## config.mk

```make
export PLATFORM = sky130hd
export DESIGN_NAME = mqo_ctrl
export DESIGN_NICKNAME = d
export VERILOG_FILES = /design/src/mqo_pkg.sv /design/src/mqo_ctrl.sv
export SDC_FILE = /design/constraint.sdc
export NUM_CORES = 1
export LEC_CHECK = 0
export BUFFER_PORTS_ARGS = -buffer_cell sky130_fd_sc_hd__buf_2
export CAP_MARGIN = 20
export CORE_MARGIN = 2
export CORE_UTILIZATION = 60
export CTS_BUF_LIST = sky130_fd_sc_hd__clkbuf_4
export DETAILED_ROUTE_END_ITERATION = 10
export GPL_ROUTABILITY_DRIVEN = 1
export PLACE_DENSITY = 0.86
export SLEW_MARGIN = 15
export SYNTH_ARGS = -nofsm -noshare
export SYNTH_HDL_FRONTEND = slang
export SYNTH_SLANG_ARGS = --single-unit
```

## constraint.sdc

```tcl
create_clock -name aclk -period 3.5 [get_ports aclk]
set_input_delay 0.525 -clock aclk [delete_from_list [all_inputs] [get_ports aclk]]
set_output_delay 0.525 -clock aclk [all_outputs]
set_load 0.1 [all_outputs]
```

## src/mqo_pkg.sv

```systemverilog
// Shared types, constants and tables for the mecanum quadrature odometry block.
`default_nettype none
package mqo_pkg;
    localparam int COUNT_BITS_DEF = 32;
    localparam int ANGLE_BITS_DEF = 16;
    localparam int NUM_WHEELS     = 4;
    localparam int CORDIC_STEPS   = 21;
    localparam int DIV_STEPS      = 23;
    localparam int NUM_RATES      = 7;
    localparam int RATE_W         = 24;
    localparam int DIST_W         = 56;
    localparam int SUM_W          = 58;
    localparam int ROT_W          = 47;
    localparam int ZW             = 24;
    localparam int ACC_W          = 60;
    localparam int DVS_W          = 36;

    localparam logic [23:0] DPC_RESET  = 24'd424523;
    localparam logic [15:0] GAIN_RESET = 16'd6935;

    localparam logic REG_DPC  = 1'b0;
    localparam logic REG_GAIN = 1'b1;

    localparam logic [3:0] OP_NONE   = 4'd0;
    localparam logic [3:0] OP_SAMPLE = 4'd1;
    localparam logic [3:0] OP_WHEEL  = 4'd2;
    localparam logic [3:0] OP_SUMS   = 4'd3;
    localparam logic [3:0] OP_PROD   = 4'd4;
    localparam logic [3:0] OP_CORDIC = 4'd5;
    localparam logic [3:0] OP_GAIN   = 4'd6;
    localparam logic [3:0] OP_POSE   = 4'd7;
    localparam logic [3:0] OP_RLOAD  = 4'd8;
    localparam logic [3:0] OP_RMULLO = 4'd9;
    localparam logic [3:0] OP_RMULHI = 4'd10;
    localparam logic [3:0] OP_RCHK   = 4'd11;
    localparam logic [3:0] OP_RDIV   = 4'd12;
    localparam logic [3:0] OP_RSTORE = 4'd13;

    localparam logic [2:0] RATE_VX   = 3'd0;
    localparam logic [2:0] RATE_VY   = 3'd1;
    localparam logic [2:0] RATE_YAW  = 3'd2;
    localparam logic [2:0] RATE_FL   = 3'd3;
    localparam logic [2:0] RATE_LAST = 3'd6;

    typedef struct packed {
        logic       capture;
        logic [3:0] op;
        logic [4:0] step;
        logic [2:0] sel;
        logic       load_out;
    } cmd_t;

    typedef struct packed {
        logic kind;
        logic dt_zero;
        logic out_free;
    } status_t;

    function automatic logic [21:0] atan_lut(input logic [4:0] i);
        logic [21:0] v;
        case (i)
            5'd0:    v = 22'd2097152;
            5'd1:    v = 22'd1238021;
            5'd2:    v = 22'd654136;
            5'd3:    v = 22'd332050;
            5'd4:    v = 22'd166669;
            5'd5:    v = 22'd83416;
            5'd6:    v = 22'd41718;
            5'd7:    v = 22'd20860;
            5'd8:    v = 22'd10430;
            5'd9:    v = 22'd5215;
            5'd10:   v = 22'd2608;
            5'd11:   v = 22'd1304;
            5'd12:   v = 22'd652;
            5'd13:   v = 22'd326;
            5'd14:   v = 22'd163;
            5'd15:   v = 22'd81;
            5'd16:   v = 22'd41;
            5'd17:   v = 22'd20;
            5'd18:   v = 22'd10;
            5'd19:   v = 22'd5;
            5'd20:   v = 22'd3;
            default: v = 22'd0;
        endcase
        return v;
    endfunction

    // {old AB, new AB} -> {down, up}
    function automatic logic [1:0] quad_step(input logic [3:0] t);
        logic [1:0] v;
        case (t)
            4'b0001, 4'b0111, 4'b1110, 4'b1000: v = 2'b01;
            4'b0010, 4'b0100, 4'b1101, 4'b1011: v = 2'b10;
            default:                            v = 2'b00;
        endcase
        return v;
    endfunction
endpackage
`default_nettype wire

```

## src/mqo_ctrl.sv

```systemverilog
// Sequencer for the odometry datapath.
`default_nettype none
module mqo_ctrl (
    input  wire logic              aclk,
    input  wire logic              aresetn,
    input  wire logic              s_valid,
    input  mqo_pkg::status_t       status,
    output logic                   s_ready,
    output mqo_pkg::cmd_t          cmd
);
    localparam logic [3:0] S_IDLE   = 4'd0;
    localparam logic [3:0] S_DECODE = 4'd1;
    localparam logic [3:0] S_WHEEL  = 4'd2;
    localparam logic [3:0] S_SUMS   = 4'd3;
    localparam logic [3:0] S_PROD   = 4'd4;
    localparam logic [3:0] S_CORDIC = 4'd5;
    localparam logic [3:0] S_GAIN   = 4'd6;
    localparam logic [3:0] S_POSE   = 4'd7;
    localparam logic [3:0] S_RLOAD  = 4'd8;
    localparam logic [3:0] S_RMULLO = 4'd9;
    localparam logic [3:0] S_RMULHI = 4'd10;
    localparam logic [3:0] S_RCHK   = 4'd11;
    localparam logic [3:0] S_RDIV   = 4'd12;
    localparam logic [3:0] S_RSTORE = 4'd13;
    localparam logic [3:0] S_DONE   = 4'd14;

    localparam logic [4:0] CORDIC_LAST = 5'(mqo_pkg::CORDIC_STEPS - 1);
    localparam logic [4:0] DIV_LAST    = 5'(mqo_pkg::DIV_STEPS - 1);
    localparam logic [2:0] WHEEL_LAST  = 3'(mqo_pkg::NUM_WHEELS - 1);

    logic [3:0] state_reg, state_next;
    logic [4:0] step_reg, step_next;
    logic [2:0] sel_reg, sel_next;

    always_ff @(posedge aclk) begin
        if (!aresetn) begin
            state_reg <= S_IDLE;
            step_reg  <= '0;
            sel_reg   <= '0;
        end else begin
            state_reg <= state_next;
            step_reg  <= step_next;
            sel_reg   <= sel_next;
        end
    end

    always_comb begin
        state_next   = state_reg;
        step_next    = step_reg;
        sel_next     = sel_reg;
        s_ready      = 1'b0;
        cmd.capture  = 1'b0;
        cmd.op       = mqo_pkg::OP_NONE;
        cmd.step     = step_reg;
        cmd.sel      = sel_reg;
        cmd.load_out = 1'b0;
        case (state_reg)
            S_IDLE: begin
                s_ready     = 1'b1;
                cmd.capture = s_valid;
                if (s_valid) state_next = S_DECODE;
            end
            S_DECODE: begin
                sel_next = '0;
                if (!status.kind) begin
                    cmd.op     = mqo_pkg::OP_SAMPLE;
                    state_next = S_IDLE;
                end else if (status.dt_zero) begin
                    state_next = S_IDLE;
                end else begin
                    state_next = S_WHEEL;
                end
            end
            S_WHEEL: begin
                cmd.op = mqo_pkg::OP_WHEEL;
                if (sel_reg == WHEEL_LAST) begin
                    sel_next   = '0;
                    state_next = S_SUMS;
                end else begin
                    sel_next = sel_reg + 3'd1;
                end
            end
            S_SUMS: begin
                cmd.op     = mqo_pkg::OP_SUMS;
                state_next = S_PROD;
            end
            S_PROD: begin
                cmd.op     = mqo_pkg::OP_PROD;
                step_next  = '0;
                state_next = S_CORDIC;
            end
            S_CORDIC: begin
                cmd.op = mqo_pkg::OP_CORDIC;
                if (step_reg == CORDIC_LAST) begin
                    step_next  = '0;
                    state_next = S_GAIN;
                end else begin
                    step_next = step_reg + 5'd1;
                end
            end
            S_GAIN: begin
                cmd.op     = mqo_pkg::OP_GAIN;
                state_next = S_POSE;
            end
            S_POSE: begin
                cmd.op     = mqo_pkg::OP_POSE;
                sel_next   = mqo_pkg::RATE_VX;
                state_next = S_RLOAD;
            end
            S_RLOAD: begin
                cmd.op     = mqo_pkg::OP_RLOAD;
                state_next = S_RMULLO;
            end
            S_RMULLO: begin
                cmd.op     = mqo_pkg::OP_RMULLO;
                state_next = S_RMULHI;
            end
            S_RMULHI: begin
                cmd.op     = mqo_pkg::OP_RMULHI;
                state_next = S_RCHK;
            end
            S_RCHK: begin
                cmd.op     = mqo_pkg::OP_RCHK;
                step_next  = '0;
                state_next = S_RDIV;
            end
            S_RDIV: begin
                cmd.op = mqo_pkg::OP_RDIV;
                if (step_reg == DIV_LAST) begin
                    step_next  = '0;
                    state_next = S_RSTORE;
                end else begin
                    step_next = step_reg + 5'd1;
                end
            end
            S_RSTORE: begin
                cmd.op = mqo_pkg::OP_RSTORE;
                if (sel_reg == mqo_pkg::RATE_LAST) begin
                    state_next = S_DONE;
                end else begin
                    sel_next   = sel_reg + 3'd1;
                    state_next = S_RLOAD;
                end
            end
            S_DONE: begin
                cmd.load_out = status.out_free;
                if (status.out_free) state_next = S_IDLE;
            end
            default: begin
                state_next = S_IDLE;
            end
        endcase
    end
endmodule
`default_nettype wire

```

==> metrics.md <==
| Metric | Value |
|---|---|
| Finished Cell Area | `1090 µm²` |
| Highest-count cells in the layout ignoring fill and taps | `20 x buf_2, 12 x dfxtp_1, 10 x a21oi_1, 8 x inv_1, 7 x ha_1` |
| Starting Density | `64.9%` |
| Die height | `44.8 µm` |
| Cell Area, Synth | `1000 µm²` |
| Buffers on Ports | `20` |
| Post-synth EDFFs | `0` |
| Final Wtd Congestion | `0.863` |
| Total Neg Setup Slack | `0 ns` |
| CTS tree | `built` |
| Yosys cell types | `49` |
| Fin util | `70.5%` |
| YS warnings | `0` |
| Root Driver | `clkbuf_4` |
| CP endpoint kind | `output pin` |
| Antenna Cells | `0` |
| Site row count | `14` |
| Share of cells above drive strength 1 | `26.5%` |
| Vias | `961` |
| Setup WS pre-CTS | `1.28 ns` |
| Status | `complete, no violations` |
| Gr ovfl total | `0` |
| Fraction of post-synthesis cell area in the top cell type by area | `24.0%` |
| CP endpoint | `cmd[13]` |
| Vias/cell | `6.32` |
| Critical path class | `reg -> out` |
| CP Max Fanout | `23` |
| Worst hold path type | `reg -> reg` |
| ANT nets after route | `0` |
| Worst slew margin relative to its limit | `54.2%` |
| #FFs+latches synth | `12` |
| Area contributors post-synth | `dfxtp_1 24%, ha_1 8.8%, a21oi_1 5.0%` |
| P_leak | `0.465 nW` |
| PD cells | `501 nW/µm²` |
| Slowest stage cell, crit path | `or4_4` |
| Clk_lat worst skew | `0.28 ns` |
| Most common cell after layout, fill and taps aside | `buf_2` |
| IR drop worst, VDD | `0.312 mV` |
| Largest register FFs | `5` |
| Number of remaining DRC errors | `0` |
| Final setup vio count | `0` |
| Post-Route WL | `2090 µm` |
| Vias in the first global route | `771` |
| Layout net count | `150` |
| Worst r2r dst | `step_reg[1]$_SDFFE_PN0P_` |
| Cell taking the most area after synthesis | `dfxtp_1` |
| Core box area | `1540 µm²` |
| Period utilization | `72.1%` |
| Initial DRT Pass Iterations | `4` |
| Max-Cap Viols | `0` |
| Mean post-synth cell area | `8.26 µm²` |
| Slew @ Worst Pin | `0.686 ns` |
| R2R setup slack | `1.68 ns` |
| Clock Path Buffers | `2` |
| Worst r2r src | `state_reg[2]$_SDFFE_PN0P_` |
| Post-synth top flop | `dfxtp_1` |
| CP Cell Sequence | `or4_4 > inv_2 > and2_1 > buf_2` |
| Pins Over Slew Limit | `0` |
| RSZ-0062 raised after global routing | `no` |
| Hold Vio Cnt, Final | `0` |
| Max Clock Freq | `396 MHz` |
| Ports | `21` |
| Largest net degree at the start of global routing | `24` |
| Min Clock Period, post-route | `2.52 ns` |
| Final worst setup slack | `0.977 ns` |
| Syn_nets | `134` |
| Async SR Flop Fraction | `0%` |
| Iteration-0 DRC count of the detailed router | `28` |
| Seq/Total Area, Yosys | `24.0%` |
| CTS resizes | `0` |
| Total global-route track usage | `22.6%` |
| DP HPWL | `1510 µm` |
| Die width | `44.8 µm` |
| Worst-path clk slew | `0.08 ns` |
| Critical path launch point | `state_reg[2]$_SDFFE_PN0P_` |
| Area grow syn2layout | `8.76%` |
| First-pass GRT wire length | `3330 µm` |
| Die area | `2010 µm²` |
| Initial antenna violation count | `0` |
| CTS buffer count | `3` |
| Clk sink count | `12` |
| Cells after Synth | `121` |
| Hold Buf Count CTS | `0` |
| Fin Clk Skew | `0.00258 ns` |
| Register-to-Register Path Depth | `4` |
| Worst EP arrival | `2.00 ns` |
| Launching element type of the critical path | `register` |
| WL per Instance | `13.7 µm` |
| CTS H-tree depth | `1` |
| Slowest stage delay, CP | `0.59 ns` |
| Area after DPL | `1060 µm²` |
| CP required | `2.97 ns` |
| Post-CTS setup buffer count | `0` |
[per-stage QoR]
stage | instances | power (W) | hold slack (ns)
after detailed placement | 148 | 0.000456 | 0.511
final | 152 | 0.000545 | 0.526
after global placement | 148 | 0.000450 | 0.494
after CTS | 152 | 0.000547 | 0.528
after global routing | 152 | 0.000574 | 0.551
after floorplan | 121 | 0.000423 | 0.719
[worst min path at each step]
stage	from	endpoint	slack [ns]	depth (start not counted)
final	step_reg[4]$_SDFFE_PN0P_	step_reg[4]$_SDFFE_PN0P_	0.53	2
after global placement	step_reg[4]$_SDFFE_PN0P_	step_reg[4]$_SDFFE_PN0P_	0.49	2
after global routing	step_reg[4]$_SDFFE_PN0P_	step_reg[4]$_SDFFE_PN0P_	0.55	2
after detailed placement	sel_reg[1]$_SDFFE_PN0P_	sel_reg[1]$_SDFFE_PN0P_	0.51	2
after floorplan	state_reg[3]$_SDFFE_PN0P_	state_reg[2]$_SDFFE_PN0P_	0.72	4
after CTS	step_reg[3]$_SDFFE_PN0P_	step_reg[3]$_SDFFE_PN0P_	0.53	2
[worst max-delay path: cells and delay by family (launching register included)]
kind                   cells  cell delay (ns)
and+or+nand+nor            2             0.70
DFF                        1             0.53
buffers and inverters      2             0.49
[final cells by class]
type	count	area [µm²]
multi-input combinational	90	663
fill	131	454
sequential	12	240
timing repair buffer	20	100
inverter	10	37.5
clock buffer	3	22.5
tap	16	20.0
clock inverter	1	3.75
[synthesized netlist by cell type, drive strengths merged, types with 2 or more instances]
cell type / instances
xnor2: 3
a31oi: 2
nand2b: 2
nor2b: 2
o31ai: 4
dfxtp: 12
nor2: 3
nor3: 2
and4: 2
nor4: 2
o21bai: 2
o21ai: 7
and2: 4
inv: 10
nand4: 2
or3: 4
nand3: 5
a21oi: 11
nand2: 7
buf: 8
and4b: 3
ha: 7
[power by group]
group,leakage (nW),internal (W),total (W),switching (W)
Clock,0.0154,0.0000414,0.0000909,0.0000496
Sequential,0.0974,0.000150,0.000185,0.0000351
Combinational,0.352,0.0000689,0.000269,0.000200
Total,0.465,0.000261,0.000545,0.000284
[cells by family (layout without fill, tap and decap cells)]
logic type      after synthesis  count (layout)  share of synthesized area, %
fa+ha+maj                     7               7                          8.76
xor+xnor                      3               3                          2.63
buf+inv                      19              34                          9.64
simple gates                 43              43                          28.9
compound gates               36              36                          25.0
mux                           1               1                          1.00
flops                        12              12                          24.0
[layer usage]
metal | track usage [%] | routed length, µm | up-vias
met5 | 0 | 0 | -
met4 | 8.82 | 25 | 0
met3 | 3.60 | 96 | 4
met2 | 38.0 | 1060 | 21
met1 | 28.8 | 907 | 459
li1 | - | - | 477
(Power assumes the default switching activity.)
